===== src/hw/rtl/assert_macros.svh =====
// Concurrent assertion helpers for the shaper RTL.
`ifndef ASSERT_MACROS_SVH
`define ASSERT_MACROS_SVH

`ifndef SYNTHESIS
`define JLTS_ASSERT(lbl, clk, rstn, prop) \
    lbl: assert property (@(posedge clk) disable iff (!rstn) prop) \
        else $error("assertion failed");
`define JLTS_ASSERT_NEVER(lbl, clk, rstn, expr) \
    lbl: assert property (@(posedge clk) disable iff (!rstn) !(expr)) \
        else $error("forbidden condition seen");
`else
`define JLTS_ASSERT(lbl, clk, rstn, prop)
`define JLTS_ASSERT_NEVER(lbl, clk, rstn, expr)
`endif

`endif


===== src/hw/rtl/jlts_pkg.sv =====
`timescale 1ns / 1ps
package jlts_pkg;

    localparam int FRAC_BITS_DEF  = 16;
    localparam int QUEUE_DEPTH_DEF = 4;
    localparam int ALPHA_BITS     = 16;
    localparam int BND_W          = 26;
    localparam int NW             = 36;

    localparam logic [16:0] SF_Q16   = 17'd64225;
    localparam logic [9:0]  CENT_Q16 = 10'd655;

    localparam logic [2:0] ZONE_SAFE     = 3'd0;
    localparam logic [2:0] ZONE_MIN_SOFT = 3'd1;
    localparam logic [2:0] ZONE_MIN_HARD = 3'd2;
    localparam logic [2:0] ZONE_MAX_SOFT = 3'd3;
    localparam logic [2:0] ZONE_MAX_HARD = 3'd4;

    localparam logic [2:0] OP_PASS       = 3'd0;
    localparam logic [2:0] OP_ANGLE_SOFT = 3'd1;
    localparam logic [2:0] OP_ANGLE_HARD = 3'd2;
    localparam logic [2:0] OP_VEL_SOFT   = 3'd3;
    localparam logic [2:0] OP_VEL_HARD   = 3'd4;

    localparam logic [2:0] CFG_ANGLE_MIN = 3'd0;
    localparam logic [2:0] CFG_ANGLE_MAX = 3'd1;
    localparam logic [2:0] CFG_ANGLE_TOL = 3'd2;
    localparam logic [2:0] CFG_VEL_LIM   = 3'd3;
    localparam logic [2:0] CFG_VEL_TOL   = 3'd4;
    localparam logic [2:0] CFG_TORQUE    = 3'd5;
    localparam logic [2:0] CFG_DAMPING   = 3'd6;

    typedef struct packed {
        logic signed [31:0] torque_in;
        logic signed [31:0] joint_angle;
        logic signed [31:0] joint_velocity;
    } in_t;

    typedef struct packed {
        logic signed [31:0] torque_out;
        logic [2:0]         position_zone;
        logic [2:0]         velocity_zone;
        logic               limited;
    } out_t;

    typedef struct packed {
        logic signed [18:0] angle_min_limit;
        logic [18:0]        angle_max_limit;
        logic [16:0]        angle_tolerance;
        logic [18:0]        velocity_limit;
        logic [16:0]        velocity_tolerance;
        logic [23:0]        torque_limit;
        logic [24:0]        damping_gain;
    } cfg_t;

    // classified word handed from the front to the back
    typedef struct packed {
        logic [2:0]           op;
        logic                 neg;
        logic [2:0]           pz;
        logic [2:0]           vz;
        logic signed [31:0]   tau;
        logic signed [31:0]   dq;
        logic signed [NW-1:0] n;
        logic signed [NW-1:0] d;
        logic [24:0]          kv;
        logic [23:0]          tl;
    } work_t;

endpackage


===== src/hw/rtl/jlts_front.sv =====
`timescale 1ns / 1ps
module jlts_front (
    input  logic           aclk,
    input  logic           aresetn,
    input  jlts_pkg::cfg_t cfg,
    input  logic           s_valid,
    output logic           s_ready,
    input  jlts_pkg::in_t  s_data,
    output logic           q_valid,
    input  logic           q_ready,
    output jlts_pkg::work_t q_data
);
    import jlts_pkg::*;

    typedef struct packed {
        logic signed [BND_W-1:0] soft_min;
        logic signed [BND_W-1:0] hard_min;
        logic signed [BND_W-1:0] soft_max;
        logic signed [BND_W-1:0] hard_max;
        logic signed [BND_W-1:0] vsoft_min;
        logic signed [BND_W-1:0] vhard_min;
        logic signed [BND_W-1:0] vsoft_max;
        logic signed [BND_W-1:0] vhard_max;
        logic signed [BND_W-1:0] qmin;
        logic signed [BND_W-1:0] qmax;
        logic signed [BND_W-1:0] vmax;
    } bnd_t;

    localparam logic signed [BND_W-1:0] K6  = BND_W'(6);
    localparam logic signed [BND_W-1:0] K8  = BND_W'(8);
    localparam logic signed [BND_W-1:0] K9  = BND_W'(9);
    localparam logic signed [BND_W-1:0] K10 = BND_W'(10);

    logic               adv;
    logic               f1_vld_reg;
    logic               f2_vld_reg;
    in_t                in_reg;
    bnd_t               bnd_reg;
    bnd_t               bnd_next;
    logic [24:0]        kv_reg;
    logic [23:0]        tl_reg;
    work_t              work_reg;
    work_t              work_next;

    logic signed [36:0]      pmin_p;
    logic signed [36:0]      pmax_p;
    logic signed [36:0]      vl_p;
    logic signed [BND_W-1:0] pmin;
    logic signed [BND_W-1:0] pmax;
    logic signed [BND_W-1:0] vl;
    logic signed [BND_W-1:0] at_w;
    logic signed [BND_W-1:0] vt_w;

    logic signed [NW-1:0] q_w;
    logic signed [NW-1:0] dq_w;
    logic signed [NW-1:0] v_sel;
    logic signed [NW-1:0] a_sel;
    logic signed [NW-1:0] b_sel;
    logic signed [NW-1:0] n_raw;
    logic signed [NW-1:0] d_raw;
    logic [2:0]           pz;
    logic [2:0]           vz;

    // derived limits follow the registers every cycle
    always_comb begin
        pmin_p = 37'(cfg.angle_min_limit) * $signed({20'd0, SF_Q16});
        pmax_p = $signed(37'({1'b0, cfg.angle_max_limit}) * 37'({1'b0, SF_Q16}));
        vl_p   = $signed(37'({1'b0, cfg.velocity_limit}) * 37'({1'b0, SF_Q16}));
        pmin   = BND_W'(pmin_p >>> 16);
        pmax   = BND_W'(pmax_p >>> 16);
        vl     = BND_W'(vl_p >>> 16);
        at_w   = $signed(BND_W'(cfg.angle_tolerance));
        vt_w   = $signed(BND_W'(cfg.velocity_tolerance));
        bnd_next.soft_min  = pmin + at_w * K9;
        bnd_next.hard_min  = pmin + at_w * K6;
        bnd_next.soft_max  = pmax - at_w * K9;
        bnd_next.hard_max  = pmax - at_w * K6;
        bnd_next.vsoft_min = vt_w * K10 - vl;
        bnd_next.vhard_min = vt_w * K8 - vl;
        bnd_next.vsoft_max = vl - vt_w * K10;
        bnd_next.vhard_max = vl - vt_w * K8;
        bnd_next.qmin      = BND_W'(cfg.angle_min_limit);
        bnd_next.qmax      = $signed(BND_W'(cfg.angle_max_limit));
        bnd_next.vmax      = $signed(BND_W'(cfg.velocity_limit));
    end

    // classify and pick the blend end points
    always_comb begin
        q_w  = NW'(in_reg.joint_angle);
        dq_w = NW'(in_reg.joint_velocity);
        pz   = ZONE_SAFE;
        vz   = ZONE_SAFE;
        if (q_w > NW'(bnd_reg.soft_min) && q_w < NW'(bnd_reg.soft_max)) begin
            pz = ZONE_SAFE;
        end else if (q_w < NW'(bnd_reg.hard_min)) begin
            pz = ZONE_MIN_HARD;
        end else if (q_w < NW'(bnd_reg.soft_min)) begin
            pz = ZONE_MIN_SOFT;
        end else if (q_w > NW'(bnd_reg.hard_max)) begin
            pz = ZONE_MAX_HARD;
        end else if (q_w > NW'(bnd_reg.soft_max)) begin
            pz = ZONE_MAX_SOFT;
        end
        if (pz == ZONE_SAFE) begin
            if (dq_w > NW'(bnd_reg.vsoft_min) && dq_w < NW'(bnd_reg.vsoft_max)) begin
                vz = ZONE_SAFE;
            end else if (dq_w > NW'(bnd_reg.vhard_max)) begin
                vz = ZONE_MAX_HARD;
            end else if (dq_w > NW'(bnd_reg.vsoft_max)) begin
                vz = ZONE_MAX_SOFT;
            end else if (dq_w < NW'(bnd_reg.vhard_min)) begin
                vz = ZONE_MIN_HARD;
            end else if (dq_w < NW'(bnd_reg.vsoft_min)) begin
                vz = ZONE_MIN_SOFT;
            end
        end

        v_sel = q_w;
        a_sel = NW'(bnd_reg.soft_min);
        b_sel = NW'(bnd_reg.hard_min);
        work_next.op  = OP_PASS;
        work_next.neg = 1'b0;
        unique case (pz)
            ZONE_MIN_SOFT: begin
                work_next.op = OP_ANGLE_SOFT;
            end
            ZONE_MAX_SOFT: begin
                work_next.op = OP_ANGLE_SOFT;
                a_sel = NW'(bnd_reg.soft_max);
                b_sel = NW'(bnd_reg.hard_max);
            end
            ZONE_MIN_HARD: begin
                work_next.op = OP_ANGLE_HARD;
                a_sel = NW'(bnd_reg.hard_min);
                b_sel = NW'(bnd_reg.qmin);
            end
            ZONE_MAX_HARD: begin
                work_next.op  = OP_ANGLE_HARD;
                work_next.neg = 1'b1;
                a_sel = NW'(bnd_reg.hard_max);
                b_sel = NW'(bnd_reg.qmax);
            end
            default: begin
                v_sel = dq_w;
                unique case (vz)
                    ZONE_MIN_SOFT: begin
                        work_next.op = OP_VEL_SOFT;
                        a_sel = NW'(bnd_reg.vsoft_min);
                        b_sel = NW'(bnd_reg.vhard_min);
                    end
                    ZONE_MAX_SOFT: begin
                        work_next.op = OP_VEL_SOFT;
                        a_sel = NW'(bnd_reg.vsoft_max);
                        b_sel = NW'(bnd_reg.vhard_max);
                    end
                    ZONE_MIN_HARD: begin
                        work_next.op = OP_VEL_HARD;
                        a_sel = NW'(bnd_reg.vhard_min);
                        b_sel = -NW'(bnd_reg.vmax);
                    end
                    ZONE_MAX_HARD: begin
                        work_next.op  = OP_VEL_HARD;
                        work_next.neg = 1'b1;
                        a_sel = NW'(bnd_reg.vhard_max);
                        b_sel = NW'(bnd_reg.vmax);
                    end
                    default: begin
                        work_next.op = OP_PASS;
                    end
                endcase
            end
        endcase

        n_raw = v_sel - a_sel;
        d_raw = b_sel - a_sel;
        // fold a falling ramp onto a rising one
        work_next.n   = d_raw[NW-1] ? -n_raw : n_raw;
        work_next.d   = d_raw[NW-1] ? -d_raw : d_raw;
        work_next.pz  = pz;
        work_next.vz  = vz;
        work_next.tau = in_reg.torque_in;
        work_next.dq  = in_reg.joint_velocity;
        work_next.kv  = kv_reg;
        work_next.tl  = tl_reg;
    end

    assign adv     = !f2_vld_reg || q_ready;
    assign s_ready = adv;
    assign q_valid = f2_vld_reg;
    assign q_data  = work_reg;

    always_ff @(posedge aclk) begin
        bnd_reg <= bnd_next;
        kv_reg  <= cfg.damping_gain;
        tl_reg  <= cfg.torque_limit;
        if (!aresetn) begin
            f1_vld_reg <= 1'b0;
            f2_vld_reg <= 1'b0;
        end else if (adv) begin
            f1_vld_reg <= s_valid;
            f2_vld_reg <= f1_vld_reg;
        end
        if (adv) begin
            in_reg   <= s_data;
            work_reg <= work_next;
        end
    end

endmodule


===== config.mk =====
export PLATFORM = sky130hd
export DESIGN_NAME = jlts_front
export DESIGN_NICKNAME = d
export VERILOG_FILES = /design/src/hw/rtl/assert_macros.svh /design/src/hw/rtl/jlts_pkg.sv /design/src/hw/rtl/jlts_front.sv
export SDC_FILE = /design/constraint.sdc
export NUM_CORES = 2
export LEC_CHECK = 0
export BUFFER_PORTS_ARGS = -buffer_cell sky130_fd_sc_hd__buf_2
export CORE_MARGIN = 2
export CORE_UTILIZATION = 50
export CTS_CLUSTER_DIAMETER = 80
export DETAILED_ROUTE_END_ITERATION = 8
export PLACE_DENSITY = 0.68
export SETUP_SLACK_MARGIN = 0.1
export SYNTH_ARGS = -nofsm -noshare
export SYNTH_HDL_FRONTEND = slang
export SYNTH_SLANG_ARGS = --single-unit

===== constraint.sdc =====
create_clock -name aclk -period 24.8 [get_ports aclk]
set_input_delay 7.44 -clock aclk [delete_from_list [all_inputs] [get_ports aclk]]
set_output_delay 7.44 -clock aclk [all_outputs]
set_load 0.02 [all_outputs]

==> run metrics <==
outcome complete, but fails checks; failing checks max-capacitance violations, max-slew violations; core area 107,000 um2; crit path capture s_ready; critical path class primary input to output pin; asr flop ratio synth 0%; final worst setup slack 8980 ps; row cnt 120; setup bufs post-CTS 0; worst r2r path cells 30; clock skew 36.3 ps; reg-to-reg setup timing slack 14,000 ps; number of flip-flops in the largest register 232; Clk pin slew, worst setup/hold paths 60 ps; die area 111,000 um2; hold_ws 399 ps; max_cap viols 1; DRC violations left 0; FMAX 63.2 MHz; CTS Buffer Depth 3; post-synthesis cell count 5,445; global-route wire length before repair 244,000 um; WL final 160,000 um; Final Hold Vio Count 0; Syn Area/Cell 9.92 um2; Mapped Nets 7,048; Overall Global Routing Usage 28.7%; Yosys cell types 85; GR Layer Usage met3 4.68%; CTS tree built; root buf cell clkbuf_16; post-cts repair resize count 0; crit path DAT 8380 ps; GR peak layer met2; initial antenna violation count 7; Via density 5.68; Critical Path Source Type primary input; gr ovfl total 0; CTS Hold Buffers Added 0; Starting DRT DRC Count 3,330; cell area after synthesis 54,000 um2; via count 41.8k; RSZ-0062 raised after global routing false; fin crit share 63.8%; die width 333 um; worst hold path type register to register; DP HPWL 133,000 um; TritonCTS buffer count 68; IO buf count 436; Synth Register Bits 574; I/O pin count 437; layout cells sized above 1 11.1%; vias in the first global route 41.5k; worst skew pair latency 640 ps; Worst Path Required 17,360 ps; starting density of the core 50.4%; synth warn 0; drt first pass iters 8; mean routed wirelength per cell 21.8 um; DRT antenna net count 0; TNS Setup 0 ps; register area share after synthesis 26.7%; worst slew pin tran 1530 ps; Nets 7,495; CP endpoint kind output pin; synth-to-layout area growth 11.6%; GP Congestion 1.01; Critical Path Source q_ready; Synth Flop Type edfxtp_1; # setup viols final 0; H-tree level count 3; crit-path max FO 50; Global Route met2 Usage 47.7%; Die H 333 um; fin. max-slew vios 5; Reg2Reg Launch Point in_reg[46]$_DFFE_PP_; fin crit period 15,820 ps; met1 Usage GRT 37.6%; CTS sink count 574; Place WS 8530 ps; relative slew slack -3.41%; end of the worst register-to-register path q_data[82]$_DFFE_PP_; largest net degree at the start of global routing 77; EDFF count, synth 291
## how the worst min path moves through the flow
stage                                     from                     to  slack [ps]  depth (start not counted)
after floorplan              tl_reg[0]$_DFF_P_    q_data[0]$_DFFE_PP_         390                          0
after global placement       tl_reg[2]$_DFF_P_    q_data[2]$_DFFE_PP_         390                          0
after detailed placement     tl_reg[9]$_DFF_P_    q_data[9]$_DFFE_PP_         390                          0
after CTS                 in_reg[82]$_DFFE_PP_  q_data[171]$_DFFE_PP_         390                          0
after global routing      in_reg[82]$_DFFE_PP_  q_data[171]$_DFFE_PP_         400                          0
final                     in_reg[82]$_DFFE_PP_  q_data[171]$_DFFE_PP_         400                          0
## metrics by stage
| step | cells | utilization, % | area, um2 |
|---|---|---|---|
| after global routing | 7350 | 56.2 | 60300 |
| after floorplan | 5445 | - | 54000 |
| after global placement | 7225 | 54.0 | 57900 |
| after detailed placement | 7225 | 54.0 | 57900 |
| after CTS | 7348 | 56.2 | 60300 |
| final | 7351 | 56.2 | 60300 |
## cell families after synthesis
family / after synthesis / share of synthesized area [%]
adders and majority gates: 1363 / 37.0
AOI/OAI and AO/OA: 1156 / 14.0
and+or+nand+nor: 1107 / 10.1
buffers and inverters: 886 / 6.20
DFF: 574 / 26.7
xor gates and xnor gates: 318 / 5.15
muxes: 41 / 0.836
## cell type report
class                   count  area [um2]
diodes                      3        7.51
clock buffers              88        1860
clock inverters            35         502
fillers                  9436       46900
inverters                 797        2990
multi-input cells        3985       36400
flip-flops and latches    574       14400
well taps                1403        1760
repair buffers            466        2410
## cell usage after synthesis (40+ instances only)
library cell  instances  area share, %
fa_1                394             15
and3_1               46           0.53
nand2_1             242            1.7
a21o_1               88            1.2
xor2_1               87            1.4
a211oi_1             41           0.57
clkbuf_1             74           0.51
o21bai_1             42           0.58
nor2b_1              54           0.63
xnor2_1             231            3.7
nand4_1              50           0.58
nor2_1              299            2.1
inv_1               796            5.5
nand3_1              96           0.89
or3_1                42           0.49
a21oi_1             333            3.1
edfxtp_1            291             16
ha_1                969             22
o21a_1               49           0.68
dfxtp_1             283             10
nor3_1              102           0.94
o21ai_0             244            2.3
a21boi_0             40           0.56
## cells in the final DEF (no fill, tap or decap), types with 31 or more instances in the layout
master,instances
ha_1,969
inv_1,796
buf_2,436
fa_1,394
a21oi_1,332
nor2_1,299
edfxtp_1,291
dfxtp_1,283
o21ai_0,244
nand2_1,242
xnor2_1,231
nor3_1,102
nand3_1,96
a21o_1,88
xor2_1,86
clkbuf_16,69
nor2b_1,54
nand4_1,50
o21a_1,49
and3_1,46
o21bai_1,42
or3_1,42
a211oi_1,41
a21boi_0,40
nand2b_1,38
mux2_2,33
a22oi_1,32
o211ai_1,31
## worst max-delay path: stages
cell and delay, ps:
buf_2 80, nand2b_4 520, buf_2 290
## metal layers
layer  up-vias  routed length (um)
li1      20100                   -
met1     19900               68200
met2      1491               74300
met3       279               11200
met4         8                6410
met5         -                  56
Power is not shown: default switching activity piles up to over one toggle a cycle in this logic, so the estimate is an artifact.
