$ cat config.mk
export PLATFORM = sky130hd
export DESIGN_NAME = jlts_fifo
export DESIGN_NICKNAME = d
export VERILOG_FILES = /design/src/hw/rtl/jlts_pkg.sv /design/src/hw/rtl/jlts_fifo.sv
export VERILOG_INCLUDE_DIRS = /design/src /design/src/hw/rtl
export SDC_FILE = /design/constraint.sdc
export NUM_CORES = 1
export LEC_CHECK = 0
export BUFFER_PORTS_ARGS = -buffer_cell sky130_fd_sc_hd__buf_2
export CORE_MARGIN = 2
export CORE_UTILIZATION = 55
export CTS_CLUSTER_DIAMETER = 80
export DETAILED_ROUTE_END_ITERATION = 8
export GPL_TIMING_DRIVEN = 0
export PLACE_DENSITY_LB_ADDON = 0.25
export SETUP_SLACK_MARGIN = 0.15
export SLEW_MARGIN = 20
export SYNTH_ARGS = -nofsm -noshare
export SYNTH_HDL_FRONTEND = slang
export SYNTH_SLANG_ARGS = --single-unit
$ cat constraint.sdc
create_clock -name aclk -period 7.79 [get_ports aclk]
set_input_delay 1.558 -clock aclk [delete_from_list [all_inputs] [get_ports aclk]]
set_output_delay 1.558 -clock aclk [all_outputs]
set_load 0.05 [all_outputs]
$ cat src/hw/rtl/assert_macros.svh
// Concurrent assertion helpers for the shaper RTL.
`ifndef ASSERT_MACROS_SVH
`define ASSERT_MACROS_SVH

`ifndef SYNTHESIS
`define JLTS_ASSERT(lbl, clk, rstn, prop) \
    lbl: assert property (@(posedge clk) disable iff (!rstn) prop) \
        else $error("assertion failed");
`define JLTS_ASSERT_NEVER(lbl, clk, rstn, expr) \
    lbl: assert property (@(posedge clk) disable iff (!rstn) !(expr)) \
        else $error("forbidden condition seen");
`else
`define JLTS_ASSERT(lbl, clk, rstn, prop)
`define JLTS_ASSERT_NEVER(lbl, clk, rstn, expr)
`endif

`endif

$ cat src/hw/rtl/jlts_pkg.sv
`timescale 1ns / 1ps
package jlts_pkg;

    localparam int FRAC_BITS_DEF  = 16;
    localparam int QUEUE_DEPTH_DEF = 4;
    localparam int ALPHA_BITS     = 16;
    localparam int BND_W          = 26;
    localparam int NW             = 36;

    localparam logic [16:0] SF_Q16   = 17'd64225;
    localparam logic [9:0]  CENT_Q16 = 10'd655;

    localparam logic [2:0] ZONE_SAFE     = 3'd0;
    localparam logic [2:0] ZONE_MIN_SOFT = 3'd1;
    localparam logic [2:0] ZONE_MIN_HARD = 3'd2;
    localparam logic [2:0] ZONE_MAX_SOFT = 3'd3;
    localparam logic [2:0] ZONE_MAX_HARD = 3'd4;

    localparam logic [2:0] OP_PASS       = 3'd0;
    localparam logic [2:0] OP_ANGLE_SOFT = 3'd1;
    localparam logic [2:0] OP_ANGLE_HARD = 3'd2;
    localparam logic [2:0] OP_VEL_SOFT   = 3'd3;
    localparam logic [2:0] OP_VEL_HARD   = 3'd4;

    localparam logic [2:0] CFG_ANGLE_MIN = 3'd0;
    localparam logic [2:0] CFG_ANGLE_MAX = 3'd1;
    localparam logic [2:0] CFG_ANGLE_TOL = 3'd2;
    localparam logic [2:0] CFG_VEL_LIM   = 3'd3;
    localparam logic [2:0] CFG_VEL_TOL   = 3'd4;
    localparam logic [2:0] CFG_TORQUE    = 3'd5;
    localparam logic [2:0] CFG_DAMPING   = 3'd6;

    typedef struct packed {
        logic signed [31:0] torque_in;
        logic signed [31:0] joint_angle;
        logic signed [31:0] joint_velocity;
    } in_t;

    typedef struct packed {
        logic signed [31:0] torque_out;
        logic [2:0]         position_zone;
        logic [2:0]         velocity_zone;
        logic               limited;
    } out_t;

    typedef struct packed {
        logic signed [18:0] angle_min_limit;
        logic [18:0]        angle_max_limit;
        logic [16:0]        angle_tolerance;
        logic [18:0]        velocity_limit;
        logic [16:0]        velocity_tolerance;
        logic [23:0]        torque_limit;
        logic [24:0]        damping_gain;
    } cfg_t;

    // classified word handed from the front to the back
    typedef struct packed {
        logic [2:0]           op;
        logic                 neg;
        logic [2:0]           pz;
        logic [2:0]           vz;
        logic signed [31:0]   tau;
        logic signed [31:0]   dq;
        logic signed [NW-1:0] n;
        logic signed [NW-1:0] d;
        logic [24:0]          kv;
        logic [23:0]          tl;
    } work_t;

endpackage

$ cat src/hw/rtl/jlts_fifo.sv
`timescale 1ns / 1ps
`include "assert_macros.svh"
module jlts_fifo #(
    parameter int DEPTH = jlts_pkg::QUEUE_DEPTH_DEF
) (
    input  logic            aclk,
    input  logic            aresetn,
    input  logic            wr_valid,
    output logic            wr_ready,
    input  jlts_pkg::work_t wr_data,
    output logic            rd_valid,
    input  logic            rd_ready,
    output jlts_pkg::work_t rd_data
);
    import jlts_pkg::*;

    localparam int AW    = (DEPTH > 1) ? $clog2(DEPTH) : 1;
    localparam int CNT_W = $clog2(DEPTH + 1);

    work_t            mem [DEPTH];
    logic [AW-1:0]    wr_ptr_reg;
    logic [AW-1:0]    rd_ptr_reg;
    logic [CNT_W-1:0] count_reg;
    logic             push;
    logic             pop;

    assign wr_ready = count_reg != CNT_W'(DEPTH);
    assign rd_valid = count_reg != '0;
    assign rd_data  = mem[rd_ptr_reg];
    assign push     = wr_valid && wr_ready;
    assign pop      = rd_valid && rd_ready;

    always_ff @(posedge aclk) begin
        if (push) begin
            mem[wr_ptr_reg] <= wr_data;
        end
        if (!aresetn) begin
            wr_ptr_reg <= '0;
            rd_ptr_reg <= '0;
            count_reg  <= '0;
        end else begin
            if (push) begin
                wr_ptr_reg <= (wr_ptr_reg == AW'(DEPTH - 1)) ? '0 : wr_ptr_reg + 1'b1;
            end
            if (pop) begin
                rd_ptr_reg <= (rd_ptr_reg == AW'(DEPTH - 1)) ? '0 : rd_ptr_reg + 1'b1;
            end
            if (push && !pop) begin
                count_reg <= count_reg + 1'b1;
            end else if (pop && !push) begin
                count_reg <= count_reg - 1'b1;
            end
        end
    end

    `JLTS_ASSERT_NEVER(a_count_bound, aclk, aresetn, count_reg > CNT_W'(DEPTH))
    `JLTS_ASSERT(a_count_inc, aclk, aresetn, (push && !pop) |=> count_reg == $past(count_reg) + 1'b1)
    `JLTS_ASSERT(a_count_dec, aclk, aresetn, (pop && !push) |=> count_reg == $past(count_reg) - 1'b1)

endmodule

==> summary.txt, run 1 <==
Largest net degree at the start of global routing: 47
Hold path start: wr_ptr_reg[1]$_SDFFE_PN0P_
Setup-failing EPs final: 0
# nets final: 1767
Final Hold Fails: 0
Total power: 12.4 mW
Flops & latches, synth: 789
Register area share after synthesis: 82.5%
Area Growth Syn to Fin: 19.8%
CTS clock-pin slew for the worst setup and hold paths: 60 ps
Critical path arrival: 2940 ps
# hold bufs at CTS: 0
DR WL/cell: 24.3 um
Share of layout cells above drive strength 1: 46.3%
CP max stage delay: 790 ps
Yosys warns: 0
Unrepaired setup endpoints after global routing: false
Top Layer Used: met5
Syn_area_per_cell: 26.7 um^2
GR Overflow Total: 0
CTS Root Buffer Type: clkbuf_16
Met2 routed WL: 28000 um
Setup crit start kind: flop
CTS tree: done
Gr usage total: 20.9%
Skew final: 13.3 ps
Worst VDD drop: 0.302 mV
First-pass GRT wire length: 82400 um
Reg2Reg Depth: 6
Placement Cell Area: 31900 um^2
Post-Route WL: 55900 um
IO buf count: 395
Crit path max fanout: 10
Post-DP HPWL: 36000 um
Hold WS: 513 ps
Placer congestion estimate: 0.736
Die ar.: 53900 um^2
Mapped cell area: 28600 um^2
DRC: 0
Setup repair bufs after CTS: 0
Number of fill cells in the layout: 3210
# IOs: 396
Initial Utilization: 55.7%
Reg-to-Reg End: mem[1][189]$_DFFE_PP_
Worst r2r src: count_reg[0]$_SDFFE_PN0P_
CP Class: reg2out
Max reg flops: 780
Vias/cell: 5.67
Max-slew violations: 0
Pwr Density: 363 nW/um^2
Critical Path, Cell by Cell: buf_2, clkbuf_1, buf_2, mux4_2, buf_2
Core region area: 51400 um^2
Antenna violations before repair: 21
Min cycle time layout: 4500 ps
DRC violation total after the first TritonRoute iteration: 849
DRT antenna net count: 0
Via count: 13044
Die X-Extent: 232 um
Post-Syn Instances: 1070
Sink Count: 789
Post-CTS sizing: 0
Clk Latency, worst-skew pair: 610 ps
CP most frequent cell: buf_2
Highest Clock Rate: 222 MHz
Slew margin rel.: 30.6%
CTS Buffer Depth: 3
R2R Setup Slk: 5220 ps
Worst Hold Path EP: wr_ptr_reg[1]$_SDFFE_PN0P_
CTS Buf Count: 77
Status: complete, no violations
WHS Path Cells: 2
Mapped Nets: 1276
Yosys cell types: 26
Vias in the first global route: 13444
Slowest CP cell: clkbuf_1
M1 WL: 21300 um
Worst Hold Class: reg2reg
WL met3: 5050 um
Post-route cell area: 34300 um^2
Tcrit/Tclk final: 57.8%
Drt pass-1 iters: 5
Die height: 232 um
CTS H-tree lvls: 3
Row count: 83
Max Cap Viol: 0
CP required: 6230 ps
Slew @ Worst Pin: 1040 ps
Leakage Power: 11.5 nW
Setup crit end kind: output pin
[area by class of cell]
| type | count | area (um^2) | share of cell area, % |
|---|---|---|---|
| antenna | 11 | 27.5 | 0.0803 |
| multi-input combinational | 232 | 4690 | 13.7 |
| inverter | 3 | 11.3 | 0.0329 |
| clock inverter | 27 | 269 | 0.785 |
| clock buffer | 101 | 2080 | 6.07 |
| tap | 680 | 851 | 2.48 |
| timing repair buffer | 412 | 2410 | 7.02 |
| sequential | 789 | 23600 | 68.9 |
| buffer | 46 | 335 | 0.978 |
[synthesized netlist by cell type]
master	n	area share, %
xor2_1	1	0.031
edfxtp_1	780	82
dfxtp_1	9	0.63
ha_1	6	0.26
inv_1	3	0.039
nand2_1	5	0.066
clkbuf_2	1	0.017
mux2i_1	2	0.070
or3b_1	1	0.031
clkbuf_1	6	0.079
buf_2	21	0.37
mux4_2	195	15
fa_1	1	0.070
and3_1	4	0.087
nand4_1	1	0.022
and2_4	1	0.031
and2_1	1	0.022
xnor2_1	1	0.031
o31ai_1	1	0.026
or3_1	2	0.044
nor2_1	2	0.026
buf_6	18	0.71
nand3_1	2	0.035
o21ai_0	4	0.070
nor2b_1	1	0.022
a21boi_0	1	0.026
[power breakdown]
part           internal [mW]  switching [mW]
clock network           2.04            1.46
logic                   1.13            2.59
registers               5.14          0.0897
[worst max-delay path, delay by kind of cell, from the launching register on]
| family | cells | cell delay (ps) |
|---|---|---|
| muxes | 1 | 370 |
| buffers and inverters | 4 | 1650 |
| DFF | 1 | 310 |
[metal layers]
layer | global-route usage (%) | vias to the layer above
li1 | - | 5646
met1 | 27.4 | 6805
met2 | 33.2 | 452
met3 | 6.86 | 117
met4 | 7.45 | 24
met5 | 0 | -
[through the flow]
step	utilization (%)	setup slack, ps	std cells	TNS (ps)
global route	66.6	3120	2296	0
CTS	66.6	3200	2290	0
finish	66.7	3290	2301	0
floorplan	-	1140	1070	0
global placement	61.2	-2670	2145	-2010720
detailed placement	62.0	3850	2162	0
[cells by family after synthesis]
family                     Yosys count  share of synthesized area [%]
DFF                                789                           82.5
adders and majority gates            7                          0.332
xor gates and xnor gates             2                         0.0612
buffers and inverters               49                           1.21
and+or+nand+nor                     20                          0.385
muxes                              197                           15.4
AOI/OAI and AO/OA                    6                          0.122
[worst max path at each step]
stage | from | to | slack (ps) | cells past startpoint
after global routing | flop | rd_data[111] | 3120 | 5
after floorplan | wr_valid | mem[3][0]$_DFFE_PP_ | 1140 | 1
after CTS | flop | rd_data[111] | 3200 | 5
after detailed placement | flop | rd_data[111] | 3850 | 5
final | flop | rd_data[90] | 3290 | 5
after global placement | wr_valid | mem[1][122]$_DFFE_PP_ | -2670 | 2
[cells in the final DEF, fill, tap and decap left out, types with 2 or more instances in the layout]
cell type,n
buf_16,12
mux2i_1,2
o21ai_0,4
ha_1,6
nand2_1,5
buf_6,18
bufinv_16,5
dfxtp_1,9
or3_1,2
buf_12,5
mux4_2,195
and3_4,4
clkbuf_1,27
nand3_1,2
inv_1,3
edfxtp_1,780
clkbuf_16,80
inv_6,3
buf_2,416
clkinv_1,13
diode_2,11
nor2_1,2
clkinv_2,4
No activity file was read; power rests on OpenSTA's default activity.
==> run 2: changes to the inputs <==
--- a/config.mk
+++ b/config.mk
@@ -6,6 +6,7 @@
 export SDC_FILE = /design/constraint.sdc
 export NUM_CORES = 1
 export LEC_CHECK = 0
+export ABC_AREA = 1
 export BUFFER_PORTS_ARGS = -buffer_cell sky130_fd_sc_hd__buf_2
 export CORE_MARGIN = 2
 export CORE_UTILIZATION = 55
==> constraint.sdc (replaced) <==
create_clock -name aclk -period 4.51 [get_ports aclk]
set_input_delay 0.902 -clock aclk [delete_from_list [all_inputs] [get_ports aclk]]
set_output_delay 0.902 -clock aclk [all_outputs]
set_load 0.05 [all_outputs]
==> summary.txt, run 2 <==
Setup crit end kind: output pin (unchanged)
Post-CTS sizing: 0 (unchanged)
Vias in the first global route: 18234 (was 13444)
Core region area: 52600 um^2 (was 51400 um^2)
Core Util, Final: 67.7% (was 66.7%)
Worst VDD drop: 0.481 mV (was 0.302 mV)
IO buf count: 395 (unchanged)
Post-synth top flop: edfxtp_1 (unchanged)
Crit path max fanout: 10 (unchanged)
Critical path arrival: 2800 ps (was 2940 ps)
Hold path start: wr_data[126] (was wr_ptr_reg[1]$_SDFFE_PN0P_)
Die ar.: 55000 um^2 (was 53900 um^2)
Area Growth Syn to Fin: 21.7% (was 19.8%)
Die height: 234 um (was 232 um)
Worst r2r src: count_reg[0]$_SDFFE_PN0P_ (unchanged)
Slew margin rel.: 47.5% (was 30.6%)
Placer congestion estimate: 0.783 (was 0.736)
Flops & latches, synth: 789 (unchanged)
DRC: 0 (unchanged)
Die X-Extent: 234 um (was 232 um)
CP required: 3610 ps (was 6230 ps)
Gr usage total: 26.3% (was 20.9%)
CTS tree: done (unchanged)
Post-Route WL: 73900 um (was 55900 um)
Max reg flops: 780 (unchanged)
Pwr Density: 689 nW/um^2 (was 363 nW/um^2)
CTS Buf Count: 78 (was 77)
Logic gate share of total power: 37.5% (was 29.9%)
Clk Latency, worst-skew pair: 620 ps (was 610 ps)
Min cycle time layout: 3700 ps
Worst Hold Path EP: mem[1][126]$_DFFE_PP_ (was wr_ptr_reg[1]$_SDFFE_PN0P_)
Post-Syn Instances: 1955 (was 1070)
Setup repair bufs after CTS: 0 (unchanged)
# nets final: 2677 (was 1767)
Clock power share: 25.4% (was 28.1%)
Share of layout cells above drive strength 1: 23.8% (was 46.3%)
Skew final: 22.1 ps (was 13.3 ps)
Sink Count: 789 (unchanged)
Switching Fraction: 40.6% (was 33.3%)
Max-slew violations: 0 (unchanged)
Unrepaired setup endpoints after global routing: false (unchanged)
Highest Clock Rate: 270 MHz
Final worst slack: 805 ps (was 3290 ps)
Vias/cell: 5.81 (was 5.67)
Max Cap Viol: 0 (unchanged)
Status: complete, no violations (unchanged)
Post-DP HPWL: 48300 um (was 36000 um)
Setup-failing EPs final: 0 (unchanged)
Largest area contributor in the netlist: edfxtp_1 (unchanged)
Via count: 18799 (was 13044)
# hold bufs at CTS: 0 (unchanged)
R2R Setup Slk: 1860 ps (was 5220 ps)
Yosys warns: 0 (unchanged)
Count leader, synth: edfxtp_1 (unchanged)
Final Hold Fails: 0 (unchanged)
Slew @ Worst Pin: 786 ps (was 1040 ps)
# IOs: 396 (unchanged)
Commonest non-fill, non-tap cells in the layout: edfxtp_1, buf_2, nor2_1, o21ai_0, o22ai_1 (was edfxtp_1, buf_2, mux4_2, clkbuf_16, clkbuf_1)
Fin cells: 3238 (was 2301)
Register area share after synthesis: 80.8% (was 82.5%)
Worst Hold Class: in2reg (was reg2reg)
GR Overflow Total: 0 (unchanged)
Initial Utilization: 55.6% (was 55.7%)
Syn_area_per_cell: 14.9 um^2 (was 26.7 um^2)
DRC violation total after the first TritonRoute iteration: 1620 (was 849)
Internal power: 14.5 mW (was 8.30 mW)
WHS Path Cells: 1 (was 2)
Dpl ws: 1380 ps (was 3850 ps)
Yosys cell types: 19 (was 26)
Reg-to-Reg End: mem[3][101]$_DFFE_PP_ (was mem[1][189]$_DFFE_PP_)
Commonest non-fill, non-tap cell in the layout: edfxtp_1 (unchanged)
# placed instances: 3079 (was 2162)
CP Class: reg2out (unchanged)
Mapped cell area: 29200 um^2 (was 28600 um^2)
Area contributors post-synth: edfxtp_1, o21ai_0, nor2_1 (was edfxtp_1, mux4_2, buf_6)
Tcrit/Tclk final: 82.1%
Drt pass-1 iters: 5 (unchanged)
Reg2Reg Depth: 9 (was 6)
Number of flops mapped to enable cells by yosys: 780 (unchanged)
Largest net degree at the start of global routing: 24 (was 47)
Setup crit start kind: flop (unchanged)
DR WL/cell: 22.8 um (was 24.3 um)
CTS clock-pin slew for the worst setup and hold paths: 60 ps (about the same)
DRT antenna net count: 0 (unchanged)
Antenna violations before repair: 28 (was 21)
First-pass GRT wire length: 108000 um (was 82400 um)
Leakage Power: 12.5 nW (was 11.5 nW)
CTS H-tree lvls: 3 (unchanged)
Row count: 84 (was 83)
CTS Root Buffer Type: clkbuf_16 (unchanged)
Yosys top cell area share: 80.2% (was 81.8%)
CTS Buffer Depth: 3 (unchanged)
Asr flop ratio synth: 0% (unchanged)
Synth top cells by count: edfxtp_1, nor2_1, o21ai_0, o22ai_1, clkbuf_1 (was edfxtp_1, mux4_2, buf_2, buf_6, dfxtp_1)
Net switching power figure: 9.95 mW (was 4.14 mW)
Seq pwr share: 37.1% (was 42.0%)
Mapped Nets: 2161 (was 1276)
run 2: cell types whose count changed after synthesis, moves of 12 or more:
cell / delta
buf_2: +14
clkbuf_1: +69
inv_1: +12
mux4_2: -195
nor2_1: +405
o21ai_0: +353
o21ai_1: +35
o22ai_1: +195
run 2: per-stage QoR:
step / total power [mW] / hold WS [ps] / TNS, ps / cell area [um^2]
2_1_floorplan: 15.5 / 480 / 0 / 29200
3_3_place_gp: 18.1 / 495 / -1734000 / 32100
3_5_place_dp: 18.4 / 509 / 0 / 33100
4_1_cts: 24.6 / 458 / 0 / 35500
5_1_grt: 25.4 / 481 / 0 / 35500
6_report: 24.5 / 488 / 0 / 35600
run 2: power groups by stage:
stage	clock network, mW	logic (mW)	registers (mW)
final	6.23	9.17	9.08
after global routing	6.57	9.67	9.13
after CTS	6.31	9.19	9.08
after detailed placement	0	9.14	9.23
after global placement	0	8.73	9.36
after floorplan	0	6.22	9.27
run 2: worst max path at each step:
stage	to	cells after the start	slack [ps]	from
finish	rd_data[44]	6	810	flop
global route	rd_data[89]	6	730	flop
detailed placement	mem[3][97]$_DFFE_PP_	8	1380	wr_valid
global placement	mem[0][87]$_DFFE_PP_	3	-2320	wr_valid
floorplan	mem[0][0]$_DFFE_PP_	2	150	wr_valid
CTS	rd_data[75]	6	830	flop
run 2: worst max-delay path, cell delays in order, from the launching register on:
cell	delay, ps
dfxtp_1	430
inv_2	200
buf_4	280
clkbuf_1	480
o21ai_0	190
o22ai_1	260
buf_2	330
run 2: area by class of cell:
type | instances | area, um^2
inverter | 17 | 63.8
sequential | 789 | 23600
fill | 3533 | 17000
tap | 688 | 861
clock buffer | 100 | 2120
clock inverter | 40 | 334
timing repair buffer | 436 | 2950
buffer | 128 | 648
antenna | 19 | 47.5
multi-input combinational | 1021 | 4930
run 2: cell families (layout without fill, tap and decap cells):
group / count (synthesis) / after routing / share of synthesized area (%)
AO/OA/AOI/OAI: 589 / 589 / 10.9
adder cells (fa/ha/maj): 7 / 7 / 0.326
buffers and inverters: 145 / 721 / 2.44
flip-flops: 789 / 789 / 80.8
other: 0 / 19 / 0
AND/OR/NAND/NOR: 425 / 425 / 5.49
run 2: layer usage:
| layer | GRT usage, % | wire length, um |
|---|---|---|
| met3 | 7.58 | 6830 |
| met5 | 0 | 227 |
| met2 | 42.2 | 36400 |
| met4 | 10.7 | 2350 |
| met1 | 33.9 | 28100 |
